--- src/rtl/core/ddcn_pkg.sv ---
// Shared types, constants and number-format helpers of the detection decode / NMS core.
`timescale 1ns / 1ps

package ddcn_pkg;

    localparam int MAX_DETS    = 64;
    localparam int DET_CW      = $clog2(MAX_DETS + 1);
    localparam int DET_AW      = (MAX_DETS > 1) ? $clog2(MAX_DETS) : 1;
    localparam int QUEUE_DEPTH = 4;
    localparam int QUEUE_AW    = $clog2(QUEUE_DEPTH);
    localparam int QUEUE_CW    = $clog2(QUEUE_DEPTH + 1);

    // configuration register indexes
    localparam logic [7:0] CFG_NUM_CLASSES = 8'd0;
    localparam logic [7:0] CFG_CONF_THRESH = 8'd1;
    localparam logic [7:0] CFG_IOU_THRESH  = 8'd2;
    localparam logic [7:0] CFG_SCALE_X     = 8'd3;
    localparam logic [7:0] CFG_SCALE_Y     = 8'd4;

    localparam logic [7:0]  RST_NUM_CLASSES = 8'd80;
    localparam logic [12:0] RST_CONF_THRESH = 13'd1024;
    localparam logic [12:0] RST_IOU_THRESH  = 13'd1843;
    localparam logic [15:0] RST_SCALE       = 16'd4096;

    localparam logic [12:0] ONE_Q = 13'd4096;

    typedef struct packed {
        logic [7:0]  num_classes;
        logic [12:0] conf_thresh;
        logic [12:0] iou_thresh;
        logic [15:0] scale_x;
        logic [15:0] scale_y;
    } t_cfg;

    typedef struct packed {
        logic [15:0] x;
        logic [15:0] y;
        logic [15:0] w;
        logic [15:0] h;
        logic [12:0] score;
        logic [7:0]  cls;
    } t_det;

    typedef struct packed {
        logic is_end;
        t_det det;
    } t_qent;

    // fp16 to signed Q12.12, truncated toward zero, saturated
    function automatic logic signed [23:0] half_to_q(input logic [15:0] h);
        logic [4:0]  e;
        logic [27:0] mag;
        logic [23:0] r;
        e   = h[14:10];
        mag = {17'd0, 1'b1, h[9:0]};
        if (e >= 5'd13) begin
            mag = mag << (e - 5'd13);
        end else begin
            mag = mag >> (5'd13 - e);
        end
        if (e == 5'd31) begin
            if (h[9:0] != 10'd0) begin
                r = 24'd0;
            end else begin
                r = h[15] ? 24'h800000 : 24'h7FFFFF;
            end
        end else if (e == 5'd0) begin
            r = 24'd0;
        end else if (h[15]) begin
            r = (mag > 28'h0800000) ? 24'h800000 : (~mag[23:0] + 24'd1);
        end else begin
            r = (mag > 28'h07FFFFF) ? 24'h7FFFFF : mag[23:0];
        end
        return $signed(r);
    endfunction

    function automatic logic [12:0] clamp_unit(input logic signed [23:0] v);
        logic [12:0] r;
        if (v < 0) begin
            r = 13'd0;
        end else if (v > 24'sd4096) begin
            r = ONE_Q;
        end else begin
            r = v[12:0];
        end
        return r;
    endfunction

endpackage

--- src/rtl/core/ddcn_fifo.sv ---
// Small candidate queue between the row decoder and the store/suppression engine.
`timescale 1ns / 1ps

module ddcn_fifo (
    input  logic             i_clk,
    input  logic             i_rst_n,
    input  logic             i_push,
    input  ddcn_pkg::t_qent  i_data,
    output logic             o_full,
    input  logic             i_pop,
    output ddcn_pkg::t_qent  o_data,
    output logic             o_empty
);

    ddcn_pkg::t_qent r_mem [ddcn_pkg::QUEUE_DEPTH];
    logic [ddcn_pkg::QUEUE_AW-1:0] r_wr_ptr;
    logic [ddcn_pkg::QUEUE_AW-1:0] r_rd_ptr;
    logic [ddcn_pkg::QUEUE_CW-1:0] r_count;
    logic wr_en;
    logic rd_en;

    assign o_full  = (r_count == ddcn_pkg::QUEUE_CW'(ddcn_pkg::QUEUE_DEPTH));
    assign o_empty = (r_count == '0);
    assign wr_en   = i_push && !o_full;
    assign rd_en   = i_pop && !o_empty;
    assign o_data  = r_mem[r_rd_ptr];

    always_ff @(posedge i_clk) begin
        if (wr_en) begin
            r_mem[r_wr_ptr] <= i_data;
        end
    end

    always_ff @(posedge i_clk) begin
        if (!i_rst_n) begin
            r_wr_ptr <= '0;
            r_rd_ptr <= '0;
            r_count  <= '0;
        end else begin
            if (wr_en) begin
                r_wr_ptr <= r_wr_ptr + 1'b1;
            end
            if (rd_en) begin
                r_rd_ptr <= r_rd_ptr + 1'b1;
            end
            if (wr_en && !rd_en) begin
                r_count <= r_count + 1'b1;
            end else if (rd_en && !wr_en) begin
                r_count <= r_count - 1'b1;
            end
        end
    end

endmodule

--- config.mk ---
export PLATFORM = sky130hd
export DESIGN_NAME = ddcn_fifo
export DESIGN_NICKNAME = d
export VERILOG_FILES = /design/src/rtl/core/ddcn_pkg.sv /design/src/rtl/core/ddcn_fifo.sv
export SDC_FILE = /design/constraint.sdc
export NUM_CORES = 1
export LEC_CHECK = 0
export BUFFER_PORTS_ARGS = -buffer_cell sky130_fd_sc_hd__buf_2
export CORE_UTILIZATION = 58
export DETAILED_ROUTE_END_ITERATION = 7
export GPL_ROUTABILITY_DRIVEN = 0
export PLACE_DENSITY = 0.84
export SETUP_SLACK_MARGIN = 0.15
export SYNTH_ARGS = -nofsm -noshare
export SYNTH_HDL_FRONTEND = slang
export SYNTH_SLANG_ARGS = --single-unit
--- constraint.sdc ---
create_clock -name i_clk -period 7.95 [get_ports i_clk]
set_input_delay 1.1925 -clock i_clk [delete_from_list [all_inputs] [get_ports i_clk]]
set_output_delay 1.1925 -clock i_clk [all_outputs]
set_load 0.1 [all_outputs]
-- Yosys cells after proc, flatten, opt, wreduce, memory -nomap -nowiden
Memories as Yosys holds them, arrays and structs flattened. A register that Yosys moved wholly into a read port is not among the register bits.
Cells that the tools add are included.
- bits in registers: 7
- bits in writable memories: 344
- input port bits: 90
- output and inout bits: 88
- word-level logic and storage cells: 25
- memories kept: 1
- add/sub/neg operators: 4
- equality and inequality tests: 1
- multiplexer cells: 6
- reduce and logical (&&, ||, !) cells: 10
- memories (name ; depth ; width ; rd ports ; clocked after memory_dff ; wr ports ; line ; source):
    r_mem ; 4 ; 86 ; 1 ; 1 ; 1 ; ddcn_fifo.sv:15 ; ddcn_pkg::t_qent r_mem [ddcn_pkg::QUEUE_DEPTH];
- operator list (cell ; number):
    $mux W3 ; 2
    $add A2 B1 Y2 const B ; 2
    $logic_and A1 B1 Y1 ; 4
    $logic_not A1 Y1 ; 4
    $mux W2 ; 2
    $add A3 B1 Y3 const B ; 1
    $eq A3 B3 Y1 const B ; 1
    $logic_not A3 Y1 ; 1
    $sub A3 B1 Y3 const B ; 1
    $mux W1 ; 2
    $reduce_bool A2 Y1 ; 1

-- Logic depth before layout (Yosys ltp)
- depth after elaboration: 7
- mapped depth: 9
- depth with buffers taken out: 8

-- Least setup slack after synthesis
No wires, ideal clock.
- path type: register to register
- from: register r_count[2] (netlist name)
- to: memory r_mem[0][0] (netlist name) (enable)
- library setup time: 0.641 ns
- data arrival time: 4.057 ns
- required time: 7.309 ns
- setup slack: 3.252 ns
- cell stages (with the launch flop): 5
- path buffers: 1
- period minus slack after synthesis: 4.698 ns
- path through: dfxtp_1 nor3b_1 nor2b_1 clkbuf_1 and2_1
- longest elaborated chain between the ends: 5
- ends and longest elaborated chain (what ; line ; source):
    start: declaration ; ddcn_fifo.sv:18 ; logic [ddcn_pkg::QUEUE_CW-1:0] r_count;
    start signal: assignment ; ddcn_fifo.sv:47 ; r_count <= r_count + 1'b1;
    start signal: assignment ; ddcn_fifo.sv:49 ; r_count <= r_count - 1'b1;
    $eq A3 B3 Y1 ; ddcn_fifo.sv:22 ; assign o_full = (r_count == ddcn_pkg::QUEUE_CW'(ddcn_pkg::QUEUE_DEPTH));
    named net o_full ; ddcn_fifo.sv:9 ; output logic o_full,
    $logic_not A1 Y1 ; ddcn_fifo.sv:24 ; assign wr_en = i_push && !o_full;
    $logic_and A1 B1 Y1 ; ddcn_fifo.sv:24 ;
    named net wr_en ; ddcn_fifo.sv:19 ; logic wr_en;
    $mux W1 ; ddcn_fifo.sv:29 ; if (wr_en) begin
    $mux W1 (implied by the code) ; ddcn_fifo.sv:30 ; r_mem[r_wr_ptr] <= i_data;
    end: declaration ; ddcn_fifo.sv:15 ;
The timed path passes the listed nets, and every way through them passes these cells.

==> flow_summary_export.csv <==
group,metric,value,unit
status,outcome,"complete, no violations",
floorplan,fp-row-count,54,
yosys,netlist_instances,498,
yosys,ys.warnings.count,0,
floorplan,ios,178,
placed_design,post_dp_cell_area,14030,um2
worst_setup_path,worstPathArrival,3290,ps
cts,numClockSinks,353,
drt,drc,0,
yosys,synth_enable_flop_cells,344,
global_route,grt_pass1_wl,35400,um
worst_setup_path,worstPathMaxFanout,57,
global_route,overflow,0,
sta,rsz0062_at_grt,"no",
yosys,ys_ff_latch,353,
yosys,ys_seq_area_share,81.38,%
worst_setup_path,endpoint,"o_data[29]",
cts,cts_made_buffers,36,
cts,cts-root-buf,"clkbuf_16",
run,maxCapViolCount,0,
worst_setup_path,critPathLaunchType,"flop",
worst_setup_path,r2r_cells,4,
drt,drt_iter0_drc,319,
yosys,netlist_area,12910,um2
global_route,grt.total_usage,21.50,%
yosys,syn_nets,594,
floorplan,start_util,59.18,%
drt,drtAntennaViolNets,0,
drt,vias,5849,
yosys,syn_area_per_cell,25.93,um2
drt,wirelength,24110,um
sta,worstMarginPinSlew,1189,ps
yosys,synthTopCellsByCount,"edfxtp_1, mux4_2, buf_2, dfxtp_1, and2_1",
floorplan,core_area,21820,um2
cts,post_cts_buffers,0,
yosys,synth_area_leaders,"edfxtp_1, mux4_2, dfxtp_1, buf_12, ha_1",
worst_setup_path,critPathCaptureType,"output port",
yosys,synthDistinctLibCells,23,
yosys,synth_top_area_cell,"edfxtp_1",
sta,finClkSkew,23.67,ps
global_route,antenna_found_initial,4,
final_layout,final_area,15140,um2
cts,cts_buffer_depth,3,
global_route,grt_pass1_vias,6184,
yosys,synth_top_area_share,79.98,%
worst_setup_path,r2r_slack,5070,ps
yosys,async_reset_ff_share,0,%
sta,relSlewSlack,20.73,%
drt,drt-vias-per-instance,5.832,
final_layout,final_util,69.40,%
yosys,ys.flop_type,"edfxtp_1",
cts,clkLatencyLatePin,510,ps
sta,min_period_over_period,56.34,%
sta,max_freq,0.2232,GHz
floorplan,die_x,151.2,um
sta,setup_violations,0,
global_route,grt_max_degree,72,
yosys,yosysMostFrequentCell,"edfxtp_1",
cts,htreeDepth,2,
sta,finalHoldViolCount,0,
floorplan,dieHeight,151.2,um
final_layout,drive_above_1_share,44.32,%
hold_path,hold_class,"flop to flop",
worst_setup_path,required,6760,ps
worst_setup_path,regToRegEndpoint,"r_mem[3][3]",
drt,routedWlPerCell,24.04,um
placed_design,io_buffers,177,
sta,hold_slack,501.9,ps
drt,first_pass_iters,4,
cts,clk_pin_slew_worst_paths,60,ps
cts,postCtsResizedCells,0,
final_layout,nNetsFinal,793,
sta,final_max_slew_viol_count,0,
worst_setup_path,reg2reg_from,"r_count[0]",
floorplan,dieArea,22870,um2
sta,tns,0,ps
cts,holdBufCountCts,0,
final_layout,area_delta_synth_final,17.26,%
cts,cts_tree,"built",
placed_design,hpwl,14630,um
worst_setup_path,critical_path_class,"flop to output port",
sta,period_minus_slack,4479,ps
[cell usage in the layout (no fill, tap or decap), drive strengths merged]
cell | netlist | final
buf | 16 | 183
inv | 3 | 4
clkbuf | 6 | 46
o31ai | 1 | 1
clkinv | 0 | 13
a21boi | 1 | 1
dfxtp | 9 | 9
or3 | 1 | 1
bufinv | 0 | 3
nor3 | 1 | 1
xnor2 | 3 | 3
ha | 5 | 5
and2 | 8 | 8
nand2 | 4 | 4
diode | 0 | 1
nor2b | 2 | 2
mux4 | 86 | 86
edfxtp | 344 | 344
xor2 | 1 | 1
o21ai | 1 | 1
mux2i | 3 | 3
fa | 1 | 1
o311ai | 1 | 1
nor3b | 1 | 1
[kinds of logic (layout without fill, tap and decap cells)]
family / after synthesis / count (layout) / share of synthesized area [%]
fa+ha+maj: 6 / 6 / 0.6394
xor+xnor: 4 / 4 / 0.2713
compound gates: 4 / 4 / 0.2228
simple gates: 17 / 17 / 0.7460
mux: 89 / 89 / 15.23
flops: 353 / 353 / 81.38
buf+inv: 25 / 249 / 1.511
other cells: 0 / 1 / 0
[final cells by class]
class                           instances  area [um2]
Multi-Input combinational cell        120        2220
Sequential cell                       353       10520
Inverter                                3       11.26
Antenna cell                            1       2.502
Clock buffer                           46       959.7
Timing Repair Buffer                  183       930.9
Clock inverter                         17       152.6
Fill cell                            1323        6679
Tap cell                              280       350.3
[registers in the layout, summed over array words and instances (netlist names), named ones only]
signal	flops
r_count	3
r_mem	344
r_rd_ptr	2
r_wr_ptr	2
[routing by layer]
metal  track usage, %  vias up  wire length, um
met5                0        -               36
met1            26.28     3058             9088
li1                 -     2535                -
met2            37.69      210            12790
met3            5.813       40             1789
met4            5.900        6              403
[worst min-delay path by stage]
stage | cells past startpoint | slack (ps) | to | from
after global routing | 2 | 540 | r_wr_ptr[1] | r_wr_ptr[1]
after detailed placement | 2 | 500 | r_wr_ptr[1] | r_wr_ptr[1]
after floorplan | 2 | 470 | r_wr_ptr[1] | r_wr_ptr[1]
after CTS | 2 | 500 | r_wr_ptr[1] | r_wr_ptr[1]
after global placement | 2 | 480 | r_wr_ptr[1] | r_wr_ptr[1]
final | 2 | 500 | r_wr_ptr[1] | r_wr_ptr[1]
[worst max-delay path, stage by stage (launching register included)]
cell	delay (ps)
dfxtp_4	1130
buf_4	680
mux4_2	610
buf_2	310
[through the flow]
stage | setup WS, ps | cells
finish | 3471 | 1003
global route | 3191 | 1002
CTS | 3320 | 1002
detailed placement | 3879 | 939
global placement | 3937 | 939
floorplan | 3252 | 498
Power is left out: the tool's default activity adds up to more than one toggle a clock period on the data nets, which glitch-free logic cannot reach.
